### src/rtl/ald_pkg.sv
`timescale 1ns / 1ps
// ----------------------------------------------------------------------------
// Ambient light lamp dimmer package
// Shared types, codes, reset values and constant tables of the dimmer.
// ----------------------------------------------------------------------------
package ald_pkg;

    // Tick kinds carried by a request.
    localparam logic [1:0] KIND_FAST   = 2'd0;
    localparam logic [1:0] KIND_MEDIUM = 2'd1;
    localparam logic [1:0] KIND_RAMP   = 2'd2;

    // Configuration register indexes (byte address is four times the index).
    localparam logic [1:0] REG_NIGHT  = 2'd0;
    localparam logic [1:0] REG_DUSK   = 2'd1;
    localparam logic [1:0] REG_DIM    = 2'd2;
    localparam logic [1:0] REG_BRIGHT = 2'd3;

    localparam int ADDR_W = 4;
    localparam int DATA_W = 32;
    localparam int THR_W  = 10;
    localparam int LEVEL_W = 7;

    localparam logic [THR_W-1:0] NIGHT_RESET  = 10'd850;
    localparam logic [THR_W-1:0] DUSK_RESET   = 10'd500;
    localparam logic [THR_W-1:0] DIM_RESET    = 10'd300;
    localparam logic [THR_W-1:0] BRIGHT_RESET = 10'd150;

    // Light bands; the none code marks that no sample has been sorted yet.
    localparam logic [2:0] BAND_DEEP_NIGHT = 3'd0;
    localparam logic [2:0] BAND_NIGHT      = 3'd1;
    localparam logic [2:0] BAND_LIGHT_DAY  = 3'd2;
    localparam logic [2:0] BAND_DAY        = 3'd3;
    localparam logic [2:0] BAND_BRIGHT_DAY = 3'd4;
    localparam logic [2:0] BAND_NONE       = 3'd7;

    localparam logic [LEVEL_W-1:0] DUTY_MAX = 7'd100;

    localparam int RAMP_STEPS_DEFAULT       = 10;
    localparam int DEBOUNCE_SAMPLES_DEFAULT = 5;

    // Profile entries are stored pre-scaled by 5243 = ceil(2^19 / 100), so
    // that (span * entry) >> 19 equals floor(profile * span / 100) exactly.
    localparam int PROFILE_SHIFT = 19;
    localparam int PROFILE_W     = 20;

    typedef struct packed {
        logic [1:0]       kind;
        logic             button_low;
        logic [THR_W-1:0] light_sample;
    } ald_in_t;

    typedef struct packed {
        logic               lamp_enabled;
        logic [LEVEL_W-1:0] duty_percent;
        logic               duty_written;
        logic               night_led;
        logic               day_led;
        logic               sample_request;
    } ald_out_t;

    function automatic logic [PROFILE_W-1:0] profile_scaled(input logic [4:0] step);
        logic [PROFILE_W-1:0] value;
        case (step)
            5'd0:    value = 20'd0;
            5'd1:    value = 20'd52430;
            5'd2:    value = 20'd104860;
            5'd3:    value = 20'd419440;
            5'd4:    value = 20'd681590;
            5'd5:    value = 20'd681590;
            5'd6:    value = 20'd629160;
            5'd7:    value = 20'd576730;
            5'd8:    value = 20'd550515;
            default: value = 20'd524300;
        endcase
        return value;
    endfunction

    function automatic logic [LEVEL_W-1:0] band_level(input logic [2:0] band);
        logic [LEVEL_W-1:0] level;
        case (band)
            BAND_DEEP_NIGHT: level = 7'd15;
            BAND_NIGHT:      level = 7'd20;
            BAND_LIGHT_DAY:  level = 7'd42;
            BAND_DAY:        level = 7'd80;
            default:         level = 7'd90;
        endcase
        return level;
    endfunction

endpackage

### src/rtl/ambient_light_lamp_dimmer_top.sv
`timescale 1ns / 1ps
// ----------------------------------------------------------------------------
// Ambient light lamp dimmer
// Button debounce and lamp toggle, light banding and overshoot duty ramp.
// ----------------------------------------------------------------------------
// The dimmer takes one tick request per clock cycle while no result waits
// untaken, and returns exactly one result per request. A request is evaluated
// against the current state in the cycle it is accepted, and its result is
// captured in the output register and held there until it is taken.
// The path that sets the clock is the ramp tick: one 7 by 20 bit multiply of
// the ramp span by a pre-scaled profile entry, an add or subtract and a clamp.
// The output register frees as soon as its result is taken, so a new request
// is accepted in the same cycle that the previous result leaves. Fast ticks
// debounce the active-low button over DEBOUNCE_SAMPLES samples and toggle the
// lamp on each press; while the lamp is on, medium ticks sort the light
// sample into five bands by the four thresholds; ramp ticks walk a 2*RAMP_STEPS tick ramp.
// Threshold registers sit at byte addresses 0, 4, 8 and 12 and should only be
// written while the block is idle.
// ----------------------------------------------------------------------------
module ambient_light_lamp_dimmer_top #(
    parameter int RAMP_STEPS       = ald_pkg::RAMP_STEPS_DEFAULT,
    parameter int DEBOUNCE_SAMPLES = ald_pkg::DEBOUNCE_SAMPLES_DEFAULT
) (
    input  logic                      clk,
    input  logic                      rst_n,
    // Tick request channel.
    input  logic                      in_valid,
    output logic                      in_ready,
    input  ald_pkg::ald_in_t          in_item,
    // Result channel.
    output logic                      out_valid,
    input  logic                      out_ready,
    output ald_pkg::ald_out_t         out_item,
    // Configuration port.
    input  logic                      psel,
    input  logic                      penable,
    input  logic                      pwrite,
    input  logic [ald_pkg::ADDR_W-1:0] paddr,
    input  logic [ald_pkg::DATA_W-1:0] pwdata,
    output logic [ald_pkg::DATA_W-1:0] prdata,
    output logic                      pready
);

    // The step counter must be able to hold RAMP_STEPS itself.
    localparam int STEP_W = $clog2(RAMP_STEPS + 1);
    localparam int HIST_W = DEBOUNCE_SAMPLES;
    localparam int PROD_W = ald_pkg::LEVEL_W + ald_pkg::PROFILE_W;
    localparam int VAL_W  = 10;

    // ------------------------------------------------------------------
    // Configuration registers.
    // ------------------------------------------------------------------
    logic [ald_pkg::THR_W-1:0] night_thr_reg;
    logic [ald_pkg::THR_W-1:0] dusk_thr_reg;
    logic [ald_pkg::THR_W-1:0] dim_thr_reg;
    logic [ald_pkg::THR_W-1:0] bright_thr_reg;
    logic                      cfg_write;
    logic [1:0]                cfg_index;

    assign pready    = 1'b1;
    assign cfg_write = psel && penable && pwrite && pready;
    assign cfg_index = paddr[3:2];

    always_ff @(posedge clk or negedge rst_n)
    begin
        if (!rst_n)
        begin
            night_thr_reg  <= ald_pkg::NIGHT_RESET;
            dusk_thr_reg   <= ald_pkg::DUSK_RESET;
            dim_thr_reg    <= ald_pkg::DIM_RESET;
            bright_thr_reg <= ald_pkg::BRIGHT_RESET;
        end
        else if (cfg_write)
        begin
            case (cfg_index)
                ald_pkg::REG_NIGHT:  night_thr_reg  <= pwdata[ald_pkg::THR_W-1:0];
                ald_pkg::REG_DUSK:   dusk_thr_reg   <= pwdata[ald_pkg::THR_W-1:0];
                ald_pkg::REG_DIM:    dim_thr_reg    <= pwdata[ald_pkg::THR_W-1:0];
                ald_pkg::REG_BRIGHT: bright_thr_reg <= pwdata[ald_pkg::THR_W-1:0];
                default:             night_thr_reg  <= night_thr_reg;
            endcase
        end
    end

    // Reads are answered directly from the registers.
    always_comb
    begin
        case (cfg_index)
            ald_pkg::REG_NIGHT:  prdata = {22'd0, night_thr_reg};
            ald_pkg::REG_DUSK:   prdata = {22'd0, dusk_thr_reg};
            ald_pkg::REG_DIM:    prdata = {22'd0, dim_thr_reg};
            ald_pkg::REG_BRIGHT: prdata = {22'd0, bright_thr_reg};
            default:             prdata = '0;
        endcase
    end

    // ------------------------------------------------------------------
    // Dimmer state.
    // ------------------------------------------------------------------
    logic [HIST_W-1:0]          hist_reg,      hist_next;
    logic                       pressed_reg,   pressed_next;
    logic                       was_reg,       was_next;
    logic                       lamp_reg,      lamp_next;
    logic [2:0]                 band_reg,      band_next;
    logic [ald_pkg::LEVEL_W-1:0] level_reg,    level_next;
    logic [ald_pkg::LEVEL_W-1:0] settled_reg,  settled_next;
    logic [ald_pkg::LEVEL_W-1:0] span_reg,     span_next;
    logic                       rising_reg,    rising_next;
    logic                       phase_reg,     phase_next;
    logic [STEP_W-1:0]          step_reg,      step_next;
    logic                       ramping_reg,   ramping_next;
    logic [ald_pkg::LEVEL_W-1:0] duty_reg,     duty_next;
    logic                       night_reg,     night_next;
    logic                       day_reg,       day_next;

    // Output register.
    logic                       out_valid_reg, out_valid_next;
    ald_pkg::ald_out_t          out_item_reg,  out_item_next;

    logic                       accept;
    logic [HIST_W-1:0]          hist_shift;
    logic [2:0]                 band_sel;
    logic [ald_pkg::LEVEL_W-1:0] sel_level;
    logic [PROD_W-1:0]          ramp_prod;
    logic [7:0]                 ramp_delta;
    logic signed [VAL_W-1:0]    ramp_val;
    logic [ald_pkg::LEVEL_W-1:0] ramp_duty;
    logic [STEP_W-1:0]          step_inc;
    logic                       written;
    logic                       request;

    assign in_ready  = !out_valid_reg || out_ready;
    assign accept    = in_valid && in_ready;
    assign out_valid = out_valid_reg;
    assign out_item  = out_item_reg;

    // The newest debounce sample enters at the bottom; 1 means held down.
    assign hist_shift = {hist_reg[HIST_W-2:0], ~in_item.button_low};

    // Higher samples are darker; the first threshold exceeded picks the band.
    always_comb
    begin
        if (in_item.light_sample > night_thr_reg)
            band_sel = ald_pkg::BAND_DEEP_NIGHT;
        else if (in_item.light_sample > dusk_thr_reg)
            band_sel = ald_pkg::BAND_NIGHT;
        else if (in_item.light_sample > dim_thr_reg)
            band_sel = ald_pkg::BAND_LIGHT_DAY;
        else if (in_item.light_sample > bright_thr_reg)
            band_sel = ald_pkg::BAND_DAY;
        else
            band_sel = ald_pkg::BAND_BRIGHT_DAY;
    end

    assign sel_level = ald_pkg::band_level(band_sel);

    // Overshoot offset: floor(profile * span / 100) through the pre-scaled
    // profile table, then applied toward the band level and clamped.
    assign ramp_prod  = PROD_W'(span_reg) * PROD_W'(ald_pkg::profile_scaled(5'(step_reg)));
    assign ramp_delta = ramp_prod[ald_pkg::PROFILE_SHIFT +: 8];

    always_comb
    begin
        if (rising_reg)
            ramp_val = $signed({3'd0, settled_reg}) + $signed({2'd0, ramp_delta});
        else
            ramp_val = $signed({3'd0, settled_reg}) - $signed({2'd0, ramp_delta});

        if (ramp_val < 0)
            ramp_duty = '0;
        else if (ramp_val > $signed({3'd0, ald_pkg::DUTY_MAX}))
            ramp_duty = ald_pkg::DUTY_MAX;
        else
            ramp_duty = ramp_val[ald_pkg::LEVEL_W-1:0];
    end

    // The step advances after every second ramp tick.
    assign step_inc = phase_reg ? step_reg + STEP_W'(1) : step_reg;

    always_comb
    begin
        hist_next    = hist_reg;
        pressed_next = pressed_reg;
        was_next     = was_reg;
        lamp_next    = lamp_reg;
        band_next    = band_reg;
        level_next   = level_reg;
        settled_next = settled_reg;
        span_next    = span_reg;
        rising_next  = rising_reg;
        phase_next   = phase_reg;
        step_next    = step_reg;
        ramping_next = ramping_reg;
        duty_next    = duty_reg;
        night_next   = night_reg;
        day_next     = day_reg;
        written      = 1'b0;
        request      = 1'b0;

        case (in_item.kind)
            ald_pkg::KIND_FAST:
            begin
                hist_next = hist_shift;
                if (hist_shift == '1)
                    pressed_next = 1'b1;
                else if (hist_shift == '0)
                    pressed_next = 1'b0;
                if (pressed_next && !was_reg)
                begin
                    lamp_next = !lamp_reg;
                    // Switching off darkens the indicators and the lamp.
                    if (lamp_reg)
                    begin
                        night_next = 1'b0;
                        day_next   = 1'b0;
                        duty_next  = '0;
                        written    = 1'b1;
                    end
                end
                was_next = pressed_next;
                request  = lamp_next;
            end
            ald_pkg::KIND_MEDIUM:
            begin
                if (lamp_reg)
                begin
                    if (band_sel != band_reg)
                    begin
                        band_next    = band_sel;
                        level_next   = sel_level;
                        rising_next  = sel_level >= settled_reg;
                        span_next    = (sel_level >= settled_reg) ? sel_level - settled_reg
                                                                  : settled_reg - sel_level;
                        phase_next   = 1'b0;
                        step_next    = '0;
                        ramping_next = 1'b1;
                    end
                    night_next = band_sel < ald_pkg::BAND_LIGHT_DAY;
                    day_next   = band_sel >= ald_pkg::BAND_LIGHT_DAY;
                end
            end
            ald_pkg::KIND_RAMP:
            begin
                if (ramping_reg)
                begin
                    duty_next  = ramp_duty;
                    written    = 1'b1;
                    phase_next = !phase_reg;
                    step_next  = step_inc;
                    // The last step lands exactly on the band level.
                    if (step_inc >= STEP_W'(RAMP_STEPS))
                    begin
                        ramping_next = 1'b0;
                        settled_next = level_reg;
                        duty_next    = level_reg;
                    end
                end
            end
            default:
            begin
                written = 1'b0;
            end
        endcase
    end

    always_comb
    begin
        out_valid_next = out_valid_reg;
        out_item_next  = out_item_reg;
        if (accept)
        begin
            out_valid_next               = 1'b1;
            out_item_next.lamp_enabled   = lamp_next;
            out_item_next.duty_percent   = duty_next;
            out_item_next.duty_written   = written;
            out_item_next.night_led      = night_next;
            out_item_next.day_led        = day_next;
            out_item_next.sample_request = request;
        end
        else if (out_ready)
        begin
            out_valid_next = 1'b0;
        end
    end

    always_ff @(posedge clk or negedge rst_n)
    begin
        if (!rst_n)
        begin
            hist_reg      <= '0;
            pressed_reg   <= 1'b0;
            was_reg       <= 1'b0;
            lamp_reg      <= 1'b0;
            band_reg      <= ald_pkg::BAND_NONE;
            level_reg     <= '0;
            settled_reg   <= '0;
            span_reg      <= '0;
            rising_reg    <= 1'b1;
            phase_reg     <= 1'b0;
            step_reg      <= '0;
            ramping_reg   <= 1'b0;
            duty_reg      <= '0;
            night_reg     <= 1'b0;
            day_reg       <= 1'b0;
            out_valid_reg <= 1'b0;
        end
        else
        begin
            out_valid_reg <= out_valid_next;
            if (accept)
            begin
                hist_reg    <= hist_next;
                pressed_reg <= pressed_next;
                was_reg     <= was_next;
                lamp_reg    <= lamp_next;
                band_reg    <= band_next;
                level_reg   <= level_next;
                settled_reg <= settled_next;
                span_reg    <= span_next;
                rising_reg  <= rising_next;
                phase_reg   <= phase_next;
                step_reg    <= step_next;
                ramping_reg <= ramping_next;
                duty_reg    <= duty_next;
                night_reg   <= night_next;
                day_reg     <= day_next;
            end
        end
    end

    always_ff @(posedge clk)
    begin
        out_item_reg <= out_item_next;
    end

    // ------------------------------------------------------------------
    // Assertions.
    // ------------------------------------------------------------------
    a_duty_range: assert property (@(posedge clk) disable iff (!rst_n)
        out_valid |-> out_item.duty_percent <= ald_pkg::DUTY_MAX)
        else $error("duty above full scale");

    a_request_lamp: assert property (@(posedge clk) disable iff (!rst_n)
        out_valid && out_item.sample_request |-> out_item.lamp_enabled)
        else $error("conversion requested with lamp off");

    a_leds_exclusive: assert property (@(posedge clk) disable iff (!rst_n)
        $onehot0({night_reg, day_reg}) && (lamp_reg || (!night_reg && !day_reg)))
        else $error("indicator LEDs inconsistent");

    a_step_bound: assert property (@(posedge clk) disable iff (!rst_n)
        ramping_reg |-> step_reg < STEP_W'(RAMP_STEPS))
        else $error("ramp step out of range");

    a_accept_result: assert property (@(posedge clk) disable iff (!rst_n)
        accept |=> out_valid)
        else $error("accepted request produced no result");

endmodule

### config.mk
export PLATFORM = sky130hd
export DESIGN_NAME = ambient_light_lamp_dimmer_top
export DESIGN_NICKNAME = d
export VERILOG_FILES = /design/src/rtl/ald_pkg.sv /design/src/rtl/ambient_light_lamp_dimmer_top.sv
export SDC_FILE = /design/constraint.sdc
export NUM_CORES = 1
export LEC_CHECK = 0
export BUFFER_PORTS_ARGS = -buffer_cell sky130_fd_sc_hd__buf_2
export CAP_MARGIN = 30
export CORE_MARGIN = 2
export CORE_UTILIZATION = 60
export DETAILED_ROUTE_END_ITERATION = 10
export PLACE_DENSITY = 0.91
export SLEW_MARGIN = 10
export SYNTH_ARGS = -nofsm -noshare
export SYNTH_HDL_FRONTEND = slang
export SYNTH_SLANG_ARGS = --single-unit
### constraint.sdc
create_clock -name clk -period 11.3 [get_ports clk]
set_clock_uncertainty 0.2 [all_clocks]
set_input_delay 1.13 -clock clk [delete_from_list [all_inputs] [get_ports clk]]
set_output_delay 1.13 -clock clk [all_outputs]
set_load 0.02 [all_outputs]
==> results of run 1 <==
[area by class of cell]
cell class / instances / area [µm²]
Clock buffer: 11 / 233
Clock inverter: 5 / 56.3
Fill cell: 1208 / 5710
Inverter: 190 / 713
Multi-Input combinational cell: 771 / 6880
Sequential cell: 97 / 2520
Tap cell: 220 / 275
Timing Repair Buffer: 59 / 325
[worst max path at each step]
stage | start | endpoint | slack (ns) | cells past startpoint
2_1_floorplan | step_reg[1] | out_item[4] | 3.40 | 33
3_3_place_gp | step_reg[1] | out_item[4] | 2.55 | 34
3_5_place_dp | step_reg[1] | out_item[4] | 2.32 | 34
4_1_cts | step_reg[1] | out_item[4] | 2.31 | 34
5_1_grt | step_reg[1] | out_item[7] | 1.79 | 31
6_report | step_reg[1] | out_item[4] | 2.18 | 34
[cell families after synthesis]
family,count (synthesis)
DFF,97
other,2
adders and majority gates,199
xor gates and xnor gates,21
AOI/OAI and AO/OA,194
and+or+nand+nor,266
muxes,68
buffers and inverters,239
[power by group through the flow]
| stage | Clock, µW | Sequential, µW | Combinational, µW |
|---|---|---|---|
| finish | 300 | 446 | 481 |
| CTS | 303 | 445 | 475 |
| global route | 317 | 450 | 531 |
| global placement | 0 | 447 | 436 |
| detailed placement | 0 | 451 | 463 |
| floorplan | 0 | 437 | 354 |
[per-layer routing]
metal / track usage, % / share of wire (%) / vias to the layer above
li1: - / - / 3656
met1: 35.2 / 42 / 3855
met2: 43.8 / 49 / 316
met3: 3.25 / 6.2 / 53
met4: 8.51 / 2.5 / 0
met5: 0 / 0 / -
[cell usage after synthesis, types with 10 or more instances]
cell type	n	area share, %
a21o_1	13	0.95
a21oi_1	41	2.0
and2_1	45	2.7
buf_4	25	1.8
clkbuf_1	20	0.73
dfrtp_1	62	15
dfstp_2	23	5.9
edfxtp_1	12	3.5
fa_1	81	16
ha_1	118	14
inv_1	188	6.8
mux2_2	32	3.5
mux2_4	12	1.7
mux2i_1	14	1.4
mux4_2	10	2.2
nand2_1	118	4.3
nand2b_1	10	0.61
nand3_1	16	0.78
nor2_1	32	1.2
nor2b_1	12	0.73
nor3_1	10	0.48
o21ai_0	51	2.5
xnor2_1	15	1.3
[tightest hold or removal path: cells and delay by family (launching register included)]
| family | cells | cell delay (ns) |
|---|---|---|
| AO/OA/AOI/OAI | 2 | 0.12 |
| flip-flops | 1 | 0.35 |
[metrics by stage]
stage          hold WS (ns)  utilization, %  setup WS, ns  cell area (µm²)  instances
2_1_floorplan         0.246               -          3.40            10400       1107
3_3_place_gp          0.261            63.9          2.55            10700       1335
3_5_place_dp          0.272            64.1          2.32            10700       1337
4_1_cts               0.297            65.8          2.31            11000       1353
5_1_grt               0.337            65.8          1.79            11000       1353
6_report              0.302            65.8          2.18            11000       1353
==> impl_metrics.yaml, run 1 <==
final_layout:
  n_antenna_cell: 0
  layout_common_cells: "inv_1 (188), nand2_1 (118), ha_1 (118)"
  area_delta_synth_final_pct: 6.53
  largest_reg_flops: 12
  layout_commonest_cell: "inv_1"
  drive_gt1_share_pct: 14.7
  nets: 1383
yosys:
  yosysWarnings: 0
  avgSynthCellArea_um2: 9.50
  synth_compound_area_share_pct: 12.8
  synth_flop_cell: "dfrtp_1"
  synth_xor_area_share_pct: 1.78
  synth_top_family_by_area: "adder cells"
  synthMuxAreaShare_pct: 8.78
  ys_ff_latch: 97
  synth-adder-area-share_pct: 30.0
  netlist_instances: 1086
  synth_area_um2: 10300
  synth_simple_gate_area_share_pct: 12.4
  seq_area_frac_synth_pct: 24.4
  synth_edf_count: 12
  yosysUniqueCellTypes: 73
  synthArstFlopShare_pct: 87.6
die:
  die_h_um: 135
  initial_core_util_pct: 61.8
  die-area_um2: 18300
  core-area_um2: 16700
  ios: 103
  rows: 47
  fp.dieW_um: 135
critical_path:
  arrival_ns: 9.00
  slowest_delay_ns: 0.56
  crit_required_ns: 11.18
  cp-end-kind: "flop"
  reg2reg_slack_ns: 2.18
  r2r_start: "step_reg[1]"
  crit_fanout: 12
  start_kind: "flop"
  critPathKind: "flop to flop"
  r2r_cells: 34
  slowest_stage: "dfrtp_1"
  cpLargestDelayFamily: "adder cells"
  path_buf_inv: 6
  r2r_end: "out_item[4]"
  cp_common_cell: "inv_1"
power_and_ir_drop:
  comb_power_share_pct: 39.2
  finalPower_uw: 1230
  cellLeakagePower_uw: 0.00561
  p_int_uw: 773
  pwr-share-clk_pct: 24.5
  swShare_pct: 37.0
  power_density_nw_per_um2: 112
  p_sw_uw: 454
  peakVddDrop_mv: 0.140
  p_seq_share_pct: 36.4
grt:
  grt_pass1_wl_mm: 38.0
  antenna_found_initial: 0
  grt_use_total_pct: 26.0
  grt_max_degree: 62
  grt_pass1_vias: 7892
  grt.overflow.total: 0
sta:
  slew_violations: 0
  fin_crit_ns: 9.12
  finalSetupViolCount: 0
  relSlewSlack_pct: 38.9
  rsz0062_at_grt: "no"
  hold_violations: 0
  max_clock_freq_mhz: 110
  tightest_slew_ns: 0.916
  setup_tns_ns: 0
  min_period_over_period_pct: 80.7
cts:
  cts_tree: "yes"
  h-tree-depth: 3
  clk_latency_ns: 0.34
  clk_pin_slew_ns: 0.06
  clock-sinks: 97
  cts-resized-gates: 0
  cts.repair_timing.setup_buffer_count: 0
  numCtsBuffers: 9
  cts_root_buf: "clkbuf_16"
  postCtsHoldBufs: 0
  clk_path_buf_depth: 2
worst_hold_path:
  hold_class: "flop to flop"
  hold-path-endpoint: "duty_reg[5]"
  hold_path.startpoint: "duty_reg[5]"
  whs_path_depth: 2
place:
  port_buffers: 55
  place_congestion: 0.905
  dpl.hpwl_mm: 18.0
run_status:
  outcome: "complete, no violations"
run:
  drv_cap: 0
detailed_routing:
  drt-pass1-iter-count: 5
  routed_wl_mm: 23.3
  vias: 7880
  wire_per_inst_um: 17.2
  drt_iter0_drc: 657
  drc: 0
  ant_nets: 0
  routed_via_density: 5.82
Note: power is estimated with default switching activity, not from simulation.
==> run 2: changes to the inputs <==
--- a/config.mk
+++ b/config.mk
@@ -8,9 +8,9 @@
 export BUFFER_PORTS_ARGS = -buffer_cell sky130_fd_sc_hd__buf_2
 export CAP_MARGIN = 30
 export CORE_MARGIN = 2
-export CORE_UTILIZATION = 60
+export CORE_UTILIZATION = 56
 export DETAILED_ROUTE_END_ITERATION = 10
-export PLACE_DENSITY = 0.91
+export PLACE_DENSITY = 0.89
 export SLEW_MARGIN = 10
 export SYNTH_ARGS = -nofsm -noshare
 export SYNTH_HDL_FRONTEND = slang
==> constraint.sdc (replaced) <==
create_clock -name clk -period 7.6 [get_ports clk]
set_clock_uncertainty 0.2 [all_clocks]
set_input_delay 0.76 -clock clk [delete_from_list [all_inputs] [get_ports clk]]
set_output_delay 0.76 -clock clk [all_outputs]
set_load 0.02 [all_outputs]
==> impl_metrics.yaml, run 2 (synthesized netlist as in run 1, its figures left out) <==
final_layout:
  n_antenna_cell: 0
  layout_common_cells: "inv_1 (178), nand2_1 (112), ha_1 (107)"
  postLayoutCellArea_um2: 12400
  nets: 1485
  utilization_pct: 68.6
  area_delta_synth_final_pct: 19.8
  n_fill_cell: 1257
  drive_gt1_share_pct: 29.9
  largest_reg_flops: 12
  layout_commonest_cell: "inv_1"
detailed_routing:
  routed_wl_mm: 26.7
  drt_iter0_drc: 617
  drc: 0
  ant_nets: 0
  routed_via_density: 5.87
  vias: 8597
  wire_per_inst_um: 18.3
  drt-pass1-iter-count: 5
sta:
  finalSetupViolCount: 14
  relSlewSlack_pct: 35.3
  max_clock_freq_mhz: 128
  fin_ws_ns: -0.237
  hold_slack_ns: 0.101
  slew_violations: 0
  min_period_over_period_pct: 103
  hold_violations: 0
  tightest_slew_ns: 0.971
  rsz0062_at_grt: "yes"
  fin_crit_ns: 7.84
die:
  rows: 49
  core-area_um2: 18000
  ios: 103
  die-area_um2: 19500
  die_h_um: 140
  fp.dieW_um: 140
  initial_core_util_pct: 57.3
place:
  dpl.hpwl_mm: 19.2
  place_area_um2: 11300
  place_congestion: 0.966
  port_buffers: 55
  dp_slack_ns: -0.534
cts:
  numCtsBuffers: 9
  h-tree-depth: 3
  clock-sinks: 97
  clk_pin_slew_ns: 0.08
  cts_root_buf: "clkbuf_16"
  cts_tree: "yes"
  clk_path_buf_depth: 2
  postCtsHoldBufs: 0
  clk_latency_ns: 0.36
critical_path:
  critPathKind: "flop to flop"
  cp_common_cell: "buf_4"
  arrival_ns: 7.90
  slowest_stage: "fa_2"
  r2r_end: "duty_reg[1]"
  crit_required_ns: 7.66
  start_kind: "flop"
  r2r_cells: 32
  slowest_delay_ns: 0.57
  crit_fanout: 7
  reg2reg_slack_ns: -0.24
  cp-end-kind: "flop"
  r2r_start: "step_reg[0]"
worst_hold_path:
  hold_class: "input pin to asynchronous set/reset pin"
power_and_ir_drop:
  peakVddDrop_mv: 0.236
  finalPower_uw: 1990
  cellLeakagePower_uw: 0.00621
  power_density_nw_per_um2: 161
grt:
  grt_pass1_vias: 8907
  antenna_found_initial: 0
  grt_max_degree: 63
  grt_pass1_wl_mm: 42.5
  grt.overflow.total: 0
  grt_use_total_pct: 26.7
run_status:
  outcome: "finished, violations left"
  violations: "negative setup slack"
run:
  drv_cap: 0
run 2: cell types whose count changed in the layout (fill, tap and decap cells not counted), sizes merged:
| cell | delta |
|---|---|
| clkbuf | -2 |
| inv | +3 |
| bufinv | -1 |
| buf | +102 |
run 2: through the flow:
stage          TNS [ns]  std cells
4_1_cts           -1.16       1453
3_3_place_gp      -2.01       1420
2_1_floorplan         0       1107
5_1_grt           -6.85       1464
3_5_place_dp      -5.10       1422
6_report          -1.78       1464
run 2: critical path, delay by kind of cell (launching register included):
kind            cells  cell delay (ns)
fa+ha+maj           7             2.71
buf+inv             6             0.73
simple gates        6             1.05
flops               1             0.41
compound gates     12             2.37
xor+xnor            1             0.27
run 2: worst max path at each step:
stage	start	to	slack [ns]
after floorplan	step_reg[0]	out_item[4]	0.008
after global placement	step_reg[1]	out_item[4]	-0.29
after detailed placement	step_reg[0]	out_item[4]	-0.53
after CTS	step_reg[1]	out_item[7]	-0.19
after global routing	step_reg[0]	duty_reg[1]	-0.60
final	step_reg[0]	duty_reg[1]	-0.24
run 2: final cells by class:
type | count | area (µm²) | share of cell area, %
Multi-Input combinational cell | 771 | 7420 | 60.1
Sequential cell | 97 | 2520 | 20.4
Timing Repair Buffer | 161 | 1110 | 9.01
Inverter | 190 | 713 | 5.77
Tap cell | 229 | 287 | 2.32
Clock buffer | 9 | 225 | 1.82
Clock inverter | 7 | 81.3 | 0.658
run 2: where the power goes:
group | leakage [µW] | internal [µW] | switching [µW]
sequential | 0.00113 | 609 | 54.6
clock | 0.000150 | 235 | 233
combinational | 0.00493 | 372 | 484
total | 0.00621 | 1220 | 772
run 2: repair_timing:
action,CTS,global route
pin swaps,59,45
buffers inserted,15,12
resized for setup,63,63
hold endpoints to repair,0,0
endpoints found under the setup margin,14,14
run 2: layer usage:
| metal | vias to the layer above | GRT usage [%] | part of all wire [%] |
|---|---|---|---|
| li1 | 3863 | - | - |
| met1 | 4224 | 33.2 | 38 |
| met2 | 418 | 47.0 | 53 |
| met3 | 92 | 4.37 | 6.2 |
| met4 | 0 | 9.79 | 2.7 |
| met5 | - | 0 | 0 |
